<file path="src/hdl/animation_timeline_sequencer_top_macros.svh">
// Assertion shorthands for the timeline sequencer, all clocked on clk and
// held off while rst is high.
`ifndef ANIMATION_TIMELINE_SEQUENCER_TOP_MACROS_SVH
`define ANIMATION_TIMELINE_SEQUENCER_TOP_MACROS_SVH

// Check cons in the same cycle as ante.
`define ATS_ASSERT_NOW(label, ante, cons, msg) \
  label: assert property (@(posedge clk) disable iff (rst) (ante) |-> (cons)) else $error(msg);

// Check cons in the cycle after ante.
`define ATS_ASSERT_NEXT(label, ante, cons, msg) \
  label: assert property (@(posedge clk) disable iff (rst) (ante) |=> (cons)) else $error(msg);

`endif

</file>
<file path="src/hdl/ats_pkg.sv">
package ats_pkg;

  localparam int TIME_BITS_DEF  = 32;
  localparam int PHASE_FRAC_DEF = 16;

  localparam int NOW_W  = 32;
  localparam int OPC_W  = 3;
  localparam int DUR_W  = 16;
  localparam int RC_W   = 17;
  localparam int RUNS_W = 16;
  localparam int CFG_AW = 3;
  localparam int CFG_DW = 17;

  // Configuration register indexes
  localparam logic [CFG_AW-1:0] REG_DURATION  = 3'd0;
  localparam logic [CFG_AW-1:0] REG_OFFSET    = 3'd1;
  localparam logic [CFG_AW-1:0] REG_REPEAT    = 3'd2;
  localparam logic [CFG_AW-1:0] REG_REVERSE   = 3'd3;
  localparam logic [CFG_AW-1:0] REG_FILL_BEF  = 3'd4;
  localparam logic [CFG_AW-1:0] REG_FILL_AFT  = 3'd5;
  localparam logic [CFG_AW-1:0] REG_FILL_EN   = 3'd6;

  typedef enum logic [OPC_W-1:0] {
    OP_FRAME      = 3'd0,
    OP_START_NEXT = 3'd1,
    OP_START_AT   = 3'd2,
    OP_CANCEL     = 3'd3,
    OP_PAUSE      = 3'd4,
    OP_RESUME     = 3'd5
  } op_t;

  typedef enum logic [2:0] {
    ST_IDLE,
    ST_EXEC,
    ST_DIFF,
    ST_MAGN,
    ST_DIV,
    ST_FIN
  } state_t;

endpackage

</file>
<file path="src/hdl/animation_timeline_sequencer_top.sv">
// Animation timeline sequencer.
// Input stream: one word per timeline event. s_tuser carries the opcode
// (frame, start on next frame, start at time, cancel, pause, resume) and
// s_tdata the 32-bit millisecond timestamp. Every input word yields exactly
// one output word on the m_ side with the applied flag, the Q2.16 phase,
// the more flag, the start/repeat/end events and the started/ended marks.
// Timing is programmed through the cfg_we/cfg_addr/cfg_wdata write port; the user
// must write it only while the block is idle, which the block does not enforce.
// Path: a frame whose phase needs the divider passes the time arithmetic
// states EXEC, DIFF and MAGN, then a restoring divider that retires one
// quotient bit per cycle over PHASE_FRAC_BITS+18 steps (34 at default),
// then the FIN state. Frames outside four durations and zero-duration
// frames skip the divider; canceled frames and other events go from EXEC
// straight to FIN. The sequencer returns to idle after each word and takes
// a new word only there, so it never takes one before the last is through.
// s_tready is high whenever the sequencer is idle, also while a finished
// word still waits in the output register. If the receiver stalls, the
// next word finishes its work and holds until the output register frees.
// Reset (synchronous, active high) restores register defaults, sets the
// start-pending mark and clears all other marks and the output valid.
`include "animation_timeline_sequencer_top_macros.svh"

module animation_timeline_sequencer_top #(
  parameter int TIME_BITS       = ats_pkg::TIME_BITS_DEF,
  parameter int PHASE_FRAC_BITS = ats_pkg::PHASE_FRAC_DEF
) (
  input  logic                              clk,
  input  logic                              rst,
  // input stream
  input  logic                              s_tvalid,
  output logic                              s_tready,
  input  logic [ats_pkg::NOW_W-1:0]         s_tdata,   // [31:0] now_ms
  input  logic [ats_pkg::OPC_W-1:0]         s_tuser,   // [2:0] opcode
  // output stream
  output logic                              m_tvalid,
  input  logic                              m_tready,
  // [0] applied, [F+2:1] phase, [F+3] more, [F+4] start_event,
  // [F+5] repeat_event, [F+6] end_event, [F+7] is_started,
  // [F+8] is_ended, rest zero (F = PHASE_FRAC_BITS)
  output logic [((PHASE_FRAC_BITS+9+7)/8)*8-1:0] m_tdata,
  // configuration writes
  input  logic                              cfg_we,
  input  logic [ats_pkg::CFG_AW-1:0]        cfg_addr,
  input  logic [ats_pkg::CFG_DW-1:0]        cfg_wdata
);

  localparam int F         = PHASE_FRAC_BITS;
  localparam int PW        = F + 2;
  localparam int OUT_W     = ((F + 9 + 7) / 8) * 8;
  localparam int DUR_W     = ats_pkg::DUR_W;
  localparam int MAG_W     = DUR_W + 2;
  localparam int CW        = (TIME_BITS > MAG_W) ? TIME_BITS : MAG_W;
  localparam int DIV_STEPS = MAG_W + F;
  localparam int CNT_W     = $clog2(DIV_STEPS + 1);

  localparam logic signed [PW-1:0] PH_ONE = {2'b01, {F{1'b0}}};
  localparam logic signed [PW-1:0] PH_MAX = {1'b0, {(PW-1){1'b1}}};
  localparam logic signed [PW-1:0] PH_MIN = {1'b1, {(PW-1){1'b0}}};

  // saturate one extra bit of range down to the phase width
  function automatic logic signed [PW-1:0] sat_ph(input logic signed [PW:0] v);
    if (v[PW] != v[PW-1]) begin
      return v[PW] ? PH_MIN : PH_MAX;
    end
    return v[PW-1:0];
  endfunction

  function automatic logic signed [PW-1:0] clamp01(input logic signed [PW-1:0] v);
    if (v[PW-1]) begin
      return '0;
    end
    if (v > PH_ONE) begin
      return PH_ONE;
    end
    return v;
  endfunction

  // configuration registers
  logic [DUR_W-1:0]        duration_ms;
  logic [DUR_W-1:0]        start_offset_ms;
  logic [ats_pkg::RC_W-1:0] repeat_count;
  logic                    reverse_mode;
  logic                    fill_before;
  logic                    fill_after;
  logic                    fill_enabled;

  // timeline state
  ats_pkg::state_t          state, state_next;
  logic [TIME_BITS-1:0]     start_time, start_time_next;
  logic [TIME_BITS-1:0]     pause_time, pause_time_next;
  logic                     start_pending, start_pending_next;
  logic                     canceled_mark, canceled_mark_next;
  logic                     started_mark, started_mark_next;
  logic                     ended_mark, ended_mark_next;
  logic                     paused_mark, paused_mark_next;
  logic [ats_pkg::RUNS_W-1:0] runs_done, runs_done_next;
  logic                     direction_flip, direction_flip_next;

  // working registers of the current word
  ats_pkg::op_t             op_r;
  logic [TIME_BITS-1:0]     now_r;
  logic [TIME_BITS-1:0]     tmp;
  logic                     neg_r, big_r, after_r, expd_r;

  // divider
  logic [DIV_STEPS-1:0]     div_n;
  logic [DUR_W-1:0]         rem;
  logic [PW-1:0]            quot;
  logic [CNT_W-1:0]         cnt;
  logic [DUR_W:0]           trial;
  logic                     ge;

  // control
  logic                     out_free;
  logic                     fin_fire;
  logic                     div_en;

  // magnitude stage
  logic                     neg_c;
  logic [TIME_BITS-1:0]     mag;
  logic [CW-1:0]            mag_c;
  logic                     after_c, expd_c, big_c;

  // result of the current word
  logic                     res_applied, res_more, res_start, res_repeat, res_end;
  logic signed [PW-1:0]     res_phase;

  logic [TIME_BITS-1:0]     now_ext;
  logic                     dur_zero;
  logic                     rc_eq, rc_pos;

  generate
    if (TIME_BITS > ats_pkg::NOW_W) begin : g_now_wide
      assign now_ext = {{(TIME_BITS-ats_pkg::NOW_W){1'b0}}, s_tdata};
    end else begin : g_now_narrow
      assign now_ext = s_tdata[TIME_BITS-1:0];
    end
  endgenerate

  assign dur_zero = (duration_ms == '0);
  assign rc_eq    = !repeat_count[ats_pkg::RC_W-1] &&
                    (repeat_count[ats_pkg::RUNS_W-1:0] == runs_done);
  assign rc_pos   = !repeat_count[ats_pkg::RC_W-1] && (repeat_count != '0);

  // magnitude of the signed time difference held in tmp, with the exact
  // before/after/expiry compares against the duration
  always_comb begin
    neg_c   = tmp[TIME_BITS-1];
    mag     = neg_c ? ('0 - tmp) : tmp;
    mag_c   = CW'(mag);
    after_c = !neg_c && (mag_c > CW'(duration_ms));
    expd_c  = !neg_c && (mag_c >= CW'(duration_ms));
    big_c   = mag_c >= CW'({duration_ms, 2'b00});
  end

  // one restoring division step
  always_comb begin
    trial = {rem, div_n[DIV_STEPS-1]};
    ge    = trial >= {1'b0, duration_ms};
  end

  // next state
  always_comb begin
    state_next = state;
    unique case (state)
      ats_pkg::ST_IDLE: begin
        if (s_tvalid) begin
          state_next = ats_pkg::ST_EXEC;
        end
      end
      ats_pkg::ST_EXEC: begin
        if (op_r == ats_pkg::OP_FRAME && !canceled_mark) begin
          state_next = ats_pkg::ST_DIFF;
        end else begin
          state_next = ats_pkg::ST_FIN;
        end
      end
      ats_pkg::ST_DIFF: state_next = ats_pkg::ST_MAGN;
      ats_pkg::ST_MAGN: begin
        if (!dur_zero && !big_c) begin
          state_next = ats_pkg::ST_DIV;
        end else begin
          state_next = ats_pkg::ST_FIN;
        end
      end
      ats_pkg::ST_DIV: begin
        if (cnt == CNT_W'(1)) begin
          state_next = ats_pkg::ST_FIN;
        end
      end
      ats_pkg::ST_FIN: begin
        if (out_free) begin
          state_next = ats_pkg::ST_IDLE;
        end
      end
      default: state_next = ats_pkg::ST_IDLE;
    endcase
  end

  // control outputs
  always_comb begin
    out_free = !m_tvalid || m_tready;
    s_tready = (state == ats_pkg::ST_IDLE) && !rst;
    div_en   = (state == ats_pkg::ST_DIV);
    fin_fire = (state == ats_pkg::ST_FIN) && out_free;
  end

  // finish: fold the raw phase through the fill, clamp and flip rules and
  // work out the mark updates
  always_comb begin : fin_logic
    logic signed [PW-1:0] ph0, ph1, ph2, ph3;
    logic signed [PW:0]   qs;
    logic                 bef, aft, expd, apply, stop;

    qs  = {1'b0, quot};
    bef = 1'b0;
    aft = 1'b0;
    if (canceled_mark) begin
      ph0  = PH_MAX;
      aft  = 1'b1;
      expd = 1'b1;
    end else if (!dur_zero) begin
      if (big_r) begin
        ph0 = neg_r ? PH_MIN : PH_MAX;
      end else begin
        ph0 = sat_ph(neg_r ? -qs : qs);
      end
      bef  = neg_r;
      aft  = after_r;
      expd = expd_r;
    end else begin
      // zero duration: step at the start time
      ph0  = neg_r ? '0 : PH_ONE;
      expd = !neg_r;
    end

    ph1 = ph0;
    if (!fill_enabled || repeat_count != '0) begin
      ph1 = clamp01(ph0);
      bef = 1'b0;
      aft = 1'b0;
    end
    apply = (!bef || fill_before) && (!aft || fill_after);
    ph2   = fill_enabled ? clamp01(ph1) : ph1;
    ph3   = direction_flip ?
            sat_ph({PH_ONE[PW-1], PH_ONE} - {ph2[PW-1], ph2}) : ph2;
    stop  = rc_eq || canceled_mark;

    res_applied         = 1'b0;
    res_phase           = '0;
    res_more            = 1'b0;
    res_start           = 1'b0;
    res_repeat          = 1'b0;
    res_end             = 1'b0;
    start_time_next     = start_time;
    pause_time_next     = pause_time;
    start_pending_next  = start_pending;
    canceled_mark_next  = canceled_mark;
    started_mark_next   = started_mark;
    ended_mark_next     = ended_mark;
    paused_mark_next    = paused_mark;
    runs_done_next      = runs_done;
    direction_flip_next = direction_flip;

    unique case (op_r)
      ats_pkg::OP_FRAME: begin
        res_more = !expd;
        if (apply) begin
          res_applied = 1'b1;
          res_phase   = ph3;
          if (!started_mark) begin
            started_mark_next = 1'b1;
            res_start         = 1'b1;
          end
        end
        if (expd) begin
          if (stop) begin
            if (!ended_mark) begin
              ended_mark_next = 1'b1;
              res_end         = 1'b1;
            end
          end else begin
            runs_done_next = rc_pos ? runs_done + 1'b1 : ats_pkg::RUNS_W'(1);
            if (reverse_mode) begin
              direction_flip_next = !direction_flip;
            end
            start_time_next = now_r;
            res_more        = 1'b1;
            res_repeat      = 1'b1;
          end
        end
      end
      ats_pkg::OP_START_NEXT, ats_pkg::OP_START_AT: begin
        if (op_r == ats_pkg::OP_START_AT) begin
          start_time_next    = now_r;
          start_pending_next = 1'b0;
        end else begin
          start_pending_next = 1'b1;
        end
        canceled_mark_next  = 1'b0;
        started_mark_next   = 1'b0;
        ended_mark_next     = 1'b0;
        direction_flip_next = 1'b0;
        runs_done_next      = '0;
      end
      ats_pkg::OP_CANCEL: begin
        if (started_mark && !ended_mark) begin
          canceled_mark_next = 1'b1;
          ended_mark_next    = 1'b1;
          res_end            = 1'b1;
        end
      end
      ats_pkg::OP_PAUSE: begin
        if (!ended_mark && !paused_mark) begin
          paused_mark_next = 1'b1;
          pause_time_next  = now_r;
        end
      end
      ats_pkg::OP_RESUME: begin
        if (!ended_mark && paused_mark) begin
          paused_mark_next = 1'b0;
          if (!start_pending) begin
            // tmp holds the paused span
            start_time_next = start_time + tmp;
          end
        end
      end
      default: ;
    endcase
  end

  // configuration
  always_ff @(posedge clk) begin
    if (rst) begin
      duration_ms     <= '0;
      start_offset_ms <= '0;
      repeat_count    <= '0;
      reverse_mode    <= 1'b0;
      fill_before     <= 1'b0;
      fill_after      <= 1'b1;
      fill_enabled    <= 1'b1;
    end else if (cfg_we) begin
      unique case (cfg_addr)
        ats_pkg::REG_DURATION: duration_ms     <= cfg_wdata[DUR_W-1:0];
        ats_pkg::REG_OFFSET:   start_offset_ms <= cfg_wdata[DUR_W-1:0];
        ats_pkg::REG_REPEAT:   repeat_count    <= cfg_wdata;
        ats_pkg::REG_REVERSE:  reverse_mode    <= cfg_wdata[0];
        ats_pkg::REG_FILL_BEF: fill_before     <= cfg_wdata[0];
        ats_pkg::REG_FILL_AFT: fill_after      <= cfg_wdata[0];
        ats_pkg::REG_FILL_EN:  fill_enabled    <= cfg_wdata[0];
        default: ;
      endcase
    end
  end

  // sequencer, timeline state and output register
  always_ff @(posedge clk) begin
    if (rst) begin
      state          <= ats_pkg::ST_IDLE;
      start_time     <= '0;
      pause_time     <= '0;
      start_pending  <= 1'b1;
      canceled_mark  <= 1'b0;
      started_mark   <= 1'b0;
      ended_mark     <= 1'b0;
      paused_mark    <= 1'b0;
      runs_done      <= '0;
      direction_flip <= 1'b0;
      m_tvalid       <= 1'b0;
    end else begin
      state <= state_next;

      if (s_tvalid && s_tready) begin
        op_r  <= ats_pkg::op_t'(s_tuser);
        now_r <= now_ext;
      end

      if (state == ats_pkg::ST_EXEC) begin
        if (op_r == ats_pkg::OP_FRAME) begin
          // latch the start on the first frame, then form the run base
          if (start_pending) begin
            start_time    <= now_r;
            start_pending <= 1'b0;
            tmp <= now_r + ((!dur_zero && runs_done == '0) ?
                            TIME_BITS'(start_offset_ms) : '0);
          end else begin
            tmp <= start_time + ((!dur_zero && runs_done == '0) ?
                                 TIME_BITS'(start_offset_ms) : '0);
          end
        end else begin
          tmp <= now_r - pause_time;
        end
      end

      if (state == ats_pkg::ST_DIFF) begin
        tmp <= now_r - tmp;
      end

      if (state == ats_pkg::ST_MAGN) begin
        neg_r   <= neg_c;
        big_r   <= big_c;
        after_r <= after_c;
        expd_r  <= expd_c;
        div_n   <= {mag_c[MAG_W-1:0], {F{1'b0}}};
        rem     <= '0;
        cnt     <= CNT_W'(DIV_STEPS);
      end

      // one quotient bit per cycle
      if (div_en) begin
        rem   <= ge ? DUR_W'(trial - {1'b0, duration_ms}) : trial[DUR_W-1:0];
        div_n <= div_n << 1;
        quot  <= {quot[PW-2:0], ge};
        cnt   <= cnt - 1'b1;
      end

      if (fin_fire) begin
        start_time     <= start_time_next;
        pause_time     <= pause_time_next;
        start_pending  <= start_pending_next;
        canceled_mark  <= canceled_mark_next;
        started_mark   <= started_mark_next;
        ended_mark     <= ended_mark_next;
        paused_mark    <= paused_mark_next;
        runs_done      <= runs_done_next;
        direction_flip <= direction_flip_next;
        m_tvalid       <= 1'b1;
        m_tdata        <= OUT_W'({ended_mark_next, started_mark_next, res_end,
                                  res_repeat, res_start, res_more, res_phase,
                                  res_applied});
      end else if (m_tready) begin
        m_tvalid <= 1'b0;
      end
    end
  end

  // the partial remainder stays below the divisor through every step
  `ATS_ASSERT_NOW(a_div_rem_bound, state == ats_pkg::ST_DIV, rem < duration_ms, "divider remainder out of range")

  // a word without an applied frame carries a zero phase
  `ATS_ASSERT_NOW(a_phase_zero, m_tvalid && !m_tdata[0], m_tdata[PW:1] == '0, "phase set on a word with no frame applied")

  // only a start event clears the ended mark
  `ATS_ASSERT_NEXT(a_ended_sticky, ended_mark && !(fin_fire && (op_r == ats_pkg::OP_START_NEXT || op_r == ats_pkg::OP_START_AT)), ended_mark, "ended mark dropped without a start")

  // an end event always leaves the ended mark set
  `ATS_ASSERT_NEXT(a_end_sets_mark, fin_fire && res_end, ended_mark && m_tvalid, "end event without ended mark")

endmodule

</file>
<file path="config.mk">
export PLATFORM = sky130hd
export DESIGN_NAME = animation_timeline_sequencer_top
export DESIGN_NICKNAME = d
export VERILOG_FILES = /design/src/hdl/ats_pkg.sv /design/src/hdl/animation_timeline_sequencer_top.sv
export VERILOG_INCLUDE_DIRS = /design/src /design/src/hdl
export SDC_FILE = /design/constraint.sdc
export NUM_CORES = 1
export LEC_CHECK = 0
export BUFFER_PORTS_ARGS = -buffer_cell sky130_fd_sc_hd__buf_2
export CORE_MARGIN = 2
export CORE_UTILIZATION = 57
export DETAILED_ROUTE_END_ITERATION = 7
export HOLD_SLACK_MARGIN = 0.05
export PLACE_DENSITY = 0.77
export SYNTH_ARGS = -nofsm -noshare
export SYNTH_HDL_FRONTEND = slang
export SYNTH_SLANG_ARGS = --single-unit
</file>
<file path="constraint.sdc">
create_clock -name clk -period 4.15 [get_ports clk]
set_input_delay 0.2075 -clock clk [delete_from_list [all_inputs] [get_ports clk]]
set_output_delay 0.2075 -clock clk [all_outputs]
set_load 0.02 [all_outputs]
</file>
Word-level counts from Yosys, hierarchy flattened:

Cells that the tools add are included.

* register bits: 297
* input port bits: 60
* output and inout bits: 34
* logic and storage cells: 270

* add/sub/neg operators: 11
* magnitude comparators: 6
* equal/unequal tests: 35
* multiplexer cells: 109
* bitwise logic cells: 1
* reduce and logical (&&, ||, !) cells: 74

Operator list (count)
* $mux W32: 14
* $mux W18: 21
* $mux W16: 7
* $pmux W32 S3: 1
* $mux W34: 2
* $add A32 B32 Y32: 2
* $sub A32 B32 Y32: 2
* $mux W1: 48
* $gt A18 B18 Y1 const B: 2
* $add A32 B16 Y32: 1
* $ge A32 B16 Y1: 1
* $ge A32 B18 Y1: 1
* $gt A32 B16 Y1: 1
* $logic_not A16 Y1: 2
* $pmux W16 S2: 1
* $sub A1 B32 Y32 const A: 1
* $reduce_and A2 Y1: 15
* $eq A3 B3 Y1 const B: 7
* $mux W19: 1
* $neg A18 Y19: 1
* $sub A18 B18 Y19 const A: 1
* $eq A3 B2 Y1 const B: 6
* $pmux W3 S6: 1
* $reduce_bool A2 Y1: 9
* 28 further kinds: 88

Longest topological paths before layout:

* depth after elaboration: 29
* depth in mapped cells: 19
* gate-level depth less buffers: 19

Least setup slack after synthesis:

Ideal clock, no wire load.

* path type: register to register
* start point: reg duration_ms[0]
* end point: reg tmp[31], data pin
* setup time: 0.274 ns
* arrival time: 3.845 ns
* required time: 3.876 ns
* setup slack: 0.030 ns
* cell stages (with the launch flop): 19
* path buffers: 1
* period minus slack after synthesis: 4.120 ns
* cell sequence: dfxtp_1 -> nor4_1 -> nand4_1 -> inv_1 -> nor3_1 -> clkbuf_1 -> nand2_1 -> inv_1 -> ha_1 -> a211oi_1 -> o21ai_0 -> o311a_1 -> o311a_1 -> o41ai_1 -> o21ai_1 -> and4_1 -> xor2_1 -> o21ai_0 -> a211oi_1

* cells in the longest elaborated chain, start to end: 9
* elaborated cells between the ends (all ways): 10
* those cells by class: add/sub (2); mux (5); reduce/logical (3)

Ends and longest elaborated chain
* start: declaration: line animation_timeline_sequencer_top.sv:79 `logic [DUR_W-1:0] duration_ms;`
* start signal: assignment: line animation_timeline_sequencer_top.sv:344 `ats_pkg::REG_DURATION: duration_ms <= cfg_wdata[DUR_W-1:0];`
* $logic_not A16 Y1 *: line animation_timeline_sequencer_top.sv:140 `assign dur_zero = (duration_ms == '0);`
* $logic_not A1 Y1 *: line animation_timeline_sequencer_top.sv:384, animation_timeline_sequencer_top.sv:387
* $logic_and A1 B1 Y1 *: line animation_timeline_sequencer_top.sv:384, animation_timeline_sequencer_top.sv:387
* $mux W16 *: line animation_timeline_sequencer_top.sv:384, animation_timeline_sequencer_top.sv:387
* $add A32 B16 Y32 or $add A32 B32 Y32 (tied branches): line animation_timeline_sequencer_top.sv:387, animation_timeline_sequencer_top.sv:384
* $mux W32 *: line animation_timeline_sequencer_top.sv:381 `if (start_pending) begin`
* $mux W32 *: line animation_timeline_sequencer_top.sv:379 `if (op_r == ats_pkg::OP_FRAME) begin`
* $mux W32 *: line animation_timeline_sequencer_top.sv:378 `if (state == ats_pkg::ST_EXEC) begin`
* $mux W32 *: line animation_timeline_sequencer_top.sv:395 `if (state == ats_pkg::ST_DIFF) begin`
* end signal: assignment: line animation_timeline_sequencer_top.sv:384 `tmp <= now_r + ((!dur_zero && runs_done == '0) ?`
* end signal: assignment: line animation_timeline_sequencer_top.sv:387 `tmp <= start_time + ((!dur_zero && runs_done == '0) ?`
* end signal: assignment: line animation_timeline_sequencer_top.sv:396 `tmp <= now_r - tmp;`
* end: declaration: line animation_timeline_sequencer_top.sv:102 `logic [TIME_BITS-1:0] tmp;`

Every way passes the cells marked *; elsewhere a longest branch is shown, timed or not. The select of a mux whose other input is x is not followed.
A chain may end at the register's enable or synchronous reset.

Final worst setup path:

* start point: reg duration_ms[14]
* end point: reg tmp[13], data pin

Same word-level chain as after synthesis.

==> impl_metrics.tcl <==
set metrics [dict create \
    run_status "complete, no violations" \
    yosys.area_share.adder 0.1067 \
    top_level_ports 94 \
    number_of_antenna_diodes 0 \
    drv_cap 0 \
    root_buffer "sky130_fd_sc_hd__clkbuf_16" \
    final-max-slew-violation-count 0 \
    grt_overflow 0 \
    tritoncts_buffer_count 36 \
    route.vias.total 21673 \
    synth_top_family_by_area "simple AND/OR/NAND/NOR gates" \
    vias_per_cell 6.157 \
    total_leakage_power_nw 10.49 \
    area_growth_pct 18.11 \
    hp-class "input pin to flip-flop" \
    worst_pin_slew_ps 1184 \
    clock_sinks 297 \
    synth_cell_types 86 \
    cts-htree-levels 2 \
    grt_usage 0.3254 \
    max-clock-path-buffers 3 \
    rr_endpoint "tmp[13]" \
    count_of_yosys_warnings_during_synthesis 0 \
    ant_nets 0 \
    first_global_vias 21258 \
    critPathCapture "tmp[13]" \
    net_total_in_the_final_layout 3221 \
    power.total_mw 8.664 \
    preCtsSetupSlack_ps -125.3 \
    worst_path_most_repeated_cell "sky130_fd_sc_hd__o21ai_0" \
    maximum_vdd_ir_drop_v 0.0003111 \
    synth_top_flop_cell "sky130_fd_sc_hd__edfxtp_1" \
    synth_mux_area_frac 0.009181 \
    critical_path_cell_by_cell "nor4_4 > nand4_1 > inv_2 > nor3_4 > buf_12 > buf_8 > and2_1 > ha_1 > o21ai_0 > o21ai_0 > o311a_1 > o311a_1 > buf_4 > o21a_1 > o21ai_0 > nand2b_1 > a21oi_1 > xnor2_1 > a21oi_1 > o21ai_0" \
    post_synth_inst_count 2730 \
    fp-row-count 72 \
    grt_max_degree 65 \
    drt_iter0_drc 1963 \
    critPathSlowestCell "sky130_fd_sc_hd__dfxtp_4" \
    setup.reg_to_reg.worst_slack_ps 30 \
    required_ps 4470 \
    synth-xor-area-share 0.07877 \
    drc 0 \
    report.final.setup_viol 0 \
    total_power_density_per_cell_area_nw_per_um2 328.2 \
    synth-seq-area-share 0.3350 \
    placement.cell_area_um2 24220 \
    start_util 0.5783 \
    clock_tree_from_tritoncts "done" \
    avgSynthCellArea_um2 8.187 \
    instances_no_fill 3520 \
    wl_per_cell_um 19.26 \
    clock_transition_time_at_the_flip_flop_clock_pins_of_the_worst_setup_and_hold_paths_ps 60 \
    timing.hold.worst.start "cfg_addr[1]" \
    grt_pass1_wl_um 107600 \
    finalWorstPathRequiredPeriod_ps 4122 \
    tns_ps 0 \
    critical_path.startpoint "duration_ms[14]" \
    routed_wl_um 67800 \
    fin_worst_skew_ps 31.39 \
    crit_reg_reg_startpoint "duration_ms[14]" \
    final_min_period_over_clock_period 0.9933 \
    netlist_area_um2 22350 \
    post_synth_simple_gate_area 0.2172 \
    synth_seq_cells 297 \
    numPortBuffers 86 \
    dieArea_um2 40810 \
    clock_insertion_delay_worst_skew_ps 580 \
    min_delay_path_depth 4 \
    placeableCoreArea_um2 38650 \
    hpwlAfterDp_um 49760 \
    ys_async_sr_fraction 0 \
    rsz0062_at_grt "yes" \
    timing.setup.critical_path_class "flip-flop to flip-flop" \
    final_hold_viol_count 0 \
    cp-end-kind "flip-flop" \
    synth_compound_area_frac 0.2104 \
    antenna_found_initial 1 \
    layout-drive-gt1-share 0.1332 \
    r2r_cells 20 \
    dp_cells 3387 \
    die_w_um 202.0 \
    worst_setup_path_start_kind "flip-flop" \
    synth_enable_flop_cells 154 \
    finalWorstSetupSlack_ps 27.74 \
    worst_endpoint_data_arrival_time_ps 4450 \
    maxSlewHeadroom 0.2100 \
    path_max_fanout 14 \
    fin_area_um2 26400 \
    fp.dieH_um 202.0 \
    dr.pass1.iters 5 \
    gp_congestion 0.9864 \
    fmax_ghz 0.2426 \
    critical_path.max_stage_delay_ps 360 \
]
## registers in the layout, indices dropped and copies added, names as in the netlist, 3 cells and up
signal	count
rem	16
repeat_count	17
duration_ms	16
div_n	18
tmp	32
start_time	32
cnt	6
op_r	3
state	3
quot	18
m_tdata	25
runs_done	16
pause_time	32
now_r	32
start_offset_ms	16
## where the power goes
part / leakage (nW) / total [mW] / switching (mW) / internal [mW]
Sequential: 2.59 / 3.42 / 0.168 / 3.26
Clock: 0.584 / 3.25 / 1.36 / 1.89
Combinational: 7.32 / 1.99 / 1.16 / 0.824
Total: 10.5 / 8.66 / 2.69 / 5.97
## per-layer routing
metal  global-route usage  part of all wire  wire [um]  up-vias
li1                     -                 -          -    10315
met1               0.4112              0.41      27570    10199
met2               0.5502              0.47      31740      973
met3              0.05676             0.084       5673      186
met4               0.1345             0.042       2825        0
met5                    0                 0          0        -
## final cells by class
class,instances,area (um2)
sequential,297,7493
inverter,137,514.2
multi-input combinational,2197,14290
clock inverter,22,220.2
clock buffer,44,982.2
timing repair buffer,305,2248
tap,518,648.1
fill,3140,12250
## worst min path at each step
| stage | endpoint | slack, ps |
|---|---|---|
| floorplan | now_r[0] | 310 |
| global placement | op_r[2] | 380 |
| detailed placement | now_r[8] | 390 |
| CTS | fill_before | 60 |
| global route | reverse_mode | 100 |
| finish | reverse_mode | 70 |
## metrics by stage
step | hold slack [ps] | utilization
3_3_place_gp | 383.4 | 0.6268
5_1_grt | 102.6 | 0.6830
4_1_cts | 63.27 | 0.6737
3_5_place_dp | 385.6 | 0.6268
2_1_floorplan | 306.4 | -
6_report | 70.56 | 0.6830
## critical path, delay by kind of cell, from the launching register on
kind,cells,cell delay [ps]
flops,1,360
xor+xnor,1,100
buf+inv,4,570
compound gates,9,1700
simple gates,5,840
fa+ha+maj,1,300
## layout by cell type, fill, tap and decap left out, types with 9 or more instances in the layout
master and instances:
sky130_fd_sc_hd__o21bai_1 11, sky130_fd_sc_hd__buf_4 162, sky130_fd_sc_hd__a211o_1 9, sky130_fd_sc_hd__a21o_1 54
sky130_fd_sc_hd__and2_1 30, sky130_fd_sc_hd__or2_2 10, sky130_fd_sc_hd__nand4_1 32, sky130_fd_sc_hd__inv_1 133
sky130_fd_sc_hd__nand2_1 366, sky130_fd_sc_hd__ha_1 176, sky130_fd_sc_hd__buf_2 85, sky130_fd_sc_hd__o31ai_1 17
sky130_fd_sc_hd__xnor2_1 128, sky130_fd_sc_hd__mux2i_1 16, sky130_fd_sc_hd__edfxtp_1 154, sky130_fd_sc_hd__dfxtp_1 140
sky130_fd_sc_hd__o21ai_1 9, sky130_fd_sc_hd__nand2b_1 40, sky130_fd_sc_hd__o221ai_1 9, sky130_fd_sc_hd__nor3_1 50
sky130_fd_sc_hd__dlygate4sd3_1 54, sky130_fd_sc_hd__and3_1 25, sky130_fd_sc_hd__a211oi_1 35, sky130_fd_sc_hd__nor4_1 20
sky130_fd_sc_hd__or3_1 24, sky130_fd_sc_hd__nor2_1 286, sky130_fd_sc_hd__o21ai_0 130, sky130_fd_sc_hd__nand3_1 60
sky130_fd_sc_hd__xor2_1 73, sky130_fd_sc_hd__o21a_1 39, sky130_fd_sc_hd__clkbuf_16 37, sky130_fd_sc_hd__a31oi_1 22
sky130_fd_sc_hd__a21oi_1 269, sky130_fd_sc_hd__a311oi_1 20, sky130_fd_sc_hd__nor2b_1 21, sky130_fd_sc_hd__o211ai_1 21
## cell families (layout without fill, tap and decap cells)
| family | after synthesis | in the layout |
|---|---|---|
| simple gates | 1038 | 1038 |
| compound gates | 744 | 744 |
| flops | 297 | 297 |
| buf+inv | 242 | 508 |
| xor+xnor | 201 | 201 |
| fa+ha+maj | 187 | 187 |
| mux | 20 | 20 |
| other cells | 1 | 7 |
## cells in the mapped netlist (18+ instances only)
cell                       count  share of area
sky130_fd_sc_hd__o31ai_1      18         0.0060
sky130_fd_sc_hd__xnor2_1     128          0.050
sky130_fd_sc_hd__o21ai_0     136          0.030
sky130_fd_sc_hd__nand4_1      32         0.0090
sky130_fd_sc_hd__nand3_1      61          0.014
sky130_fd_sc_hd__nor2b_1      23         0.0064
sky130_fd_sc_hd__and3_1       25         0.0070
sky130_fd_sc_hd__nand2b_1     40          0.011
sky130_fd_sc_hd__nand2_1     367          0.062
sky130_fd_sc_hd__nor4_1       27         0.0076
sky130_fd_sc_hd__nor3_1       53          0.012
sky130_fd_sc_hd__o21a_1       39          0.013
sky130_fd_sc_hd__a21oi_1     271          0.061
sky130_fd_sc_hd__and2_1       34         0.0095
sky130_fd_sc_hd__a311oi_1     20         0.0078
sky130_fd_sc_hd__ha_1        181           0.10
sky130_fd_sc_hd__inv_1       136          0.023
sky130_fd_sc_hd__clkbuf_1     88          0.015
sky130_fd_sc_hd__or3_1        24         0.0067
sky130_fd_sc_hd__nor2_1      290          0.049
sky130_fd_sc_hd__a31oi_1      22         0.0062
sky130_fd_sc_hd__o211ai_1     21         0.0071
sky130_fd_sc_hd__a21o_1       54          0.018
sky130_fd_sc_hd__xor2_1       73          0.029
sky130_fd_sc_hd__edfxtp_1    154           0.21
sky130_fd_sc_hd__dfxtp_1     143           0.13
sky130_fd_sc_hd__a211oi_1     41          0.014
## repair_timing
item,CTS,global route
pin swaps,1,28
setup buffers,0,14
endpoints found under the setup margin,17,26
hold buffers,54,0
gates cloned,0,0
endpoints found under the hold margin,91,0
gates resized for setup,16,55
Power figures use the tool's default switching activity.
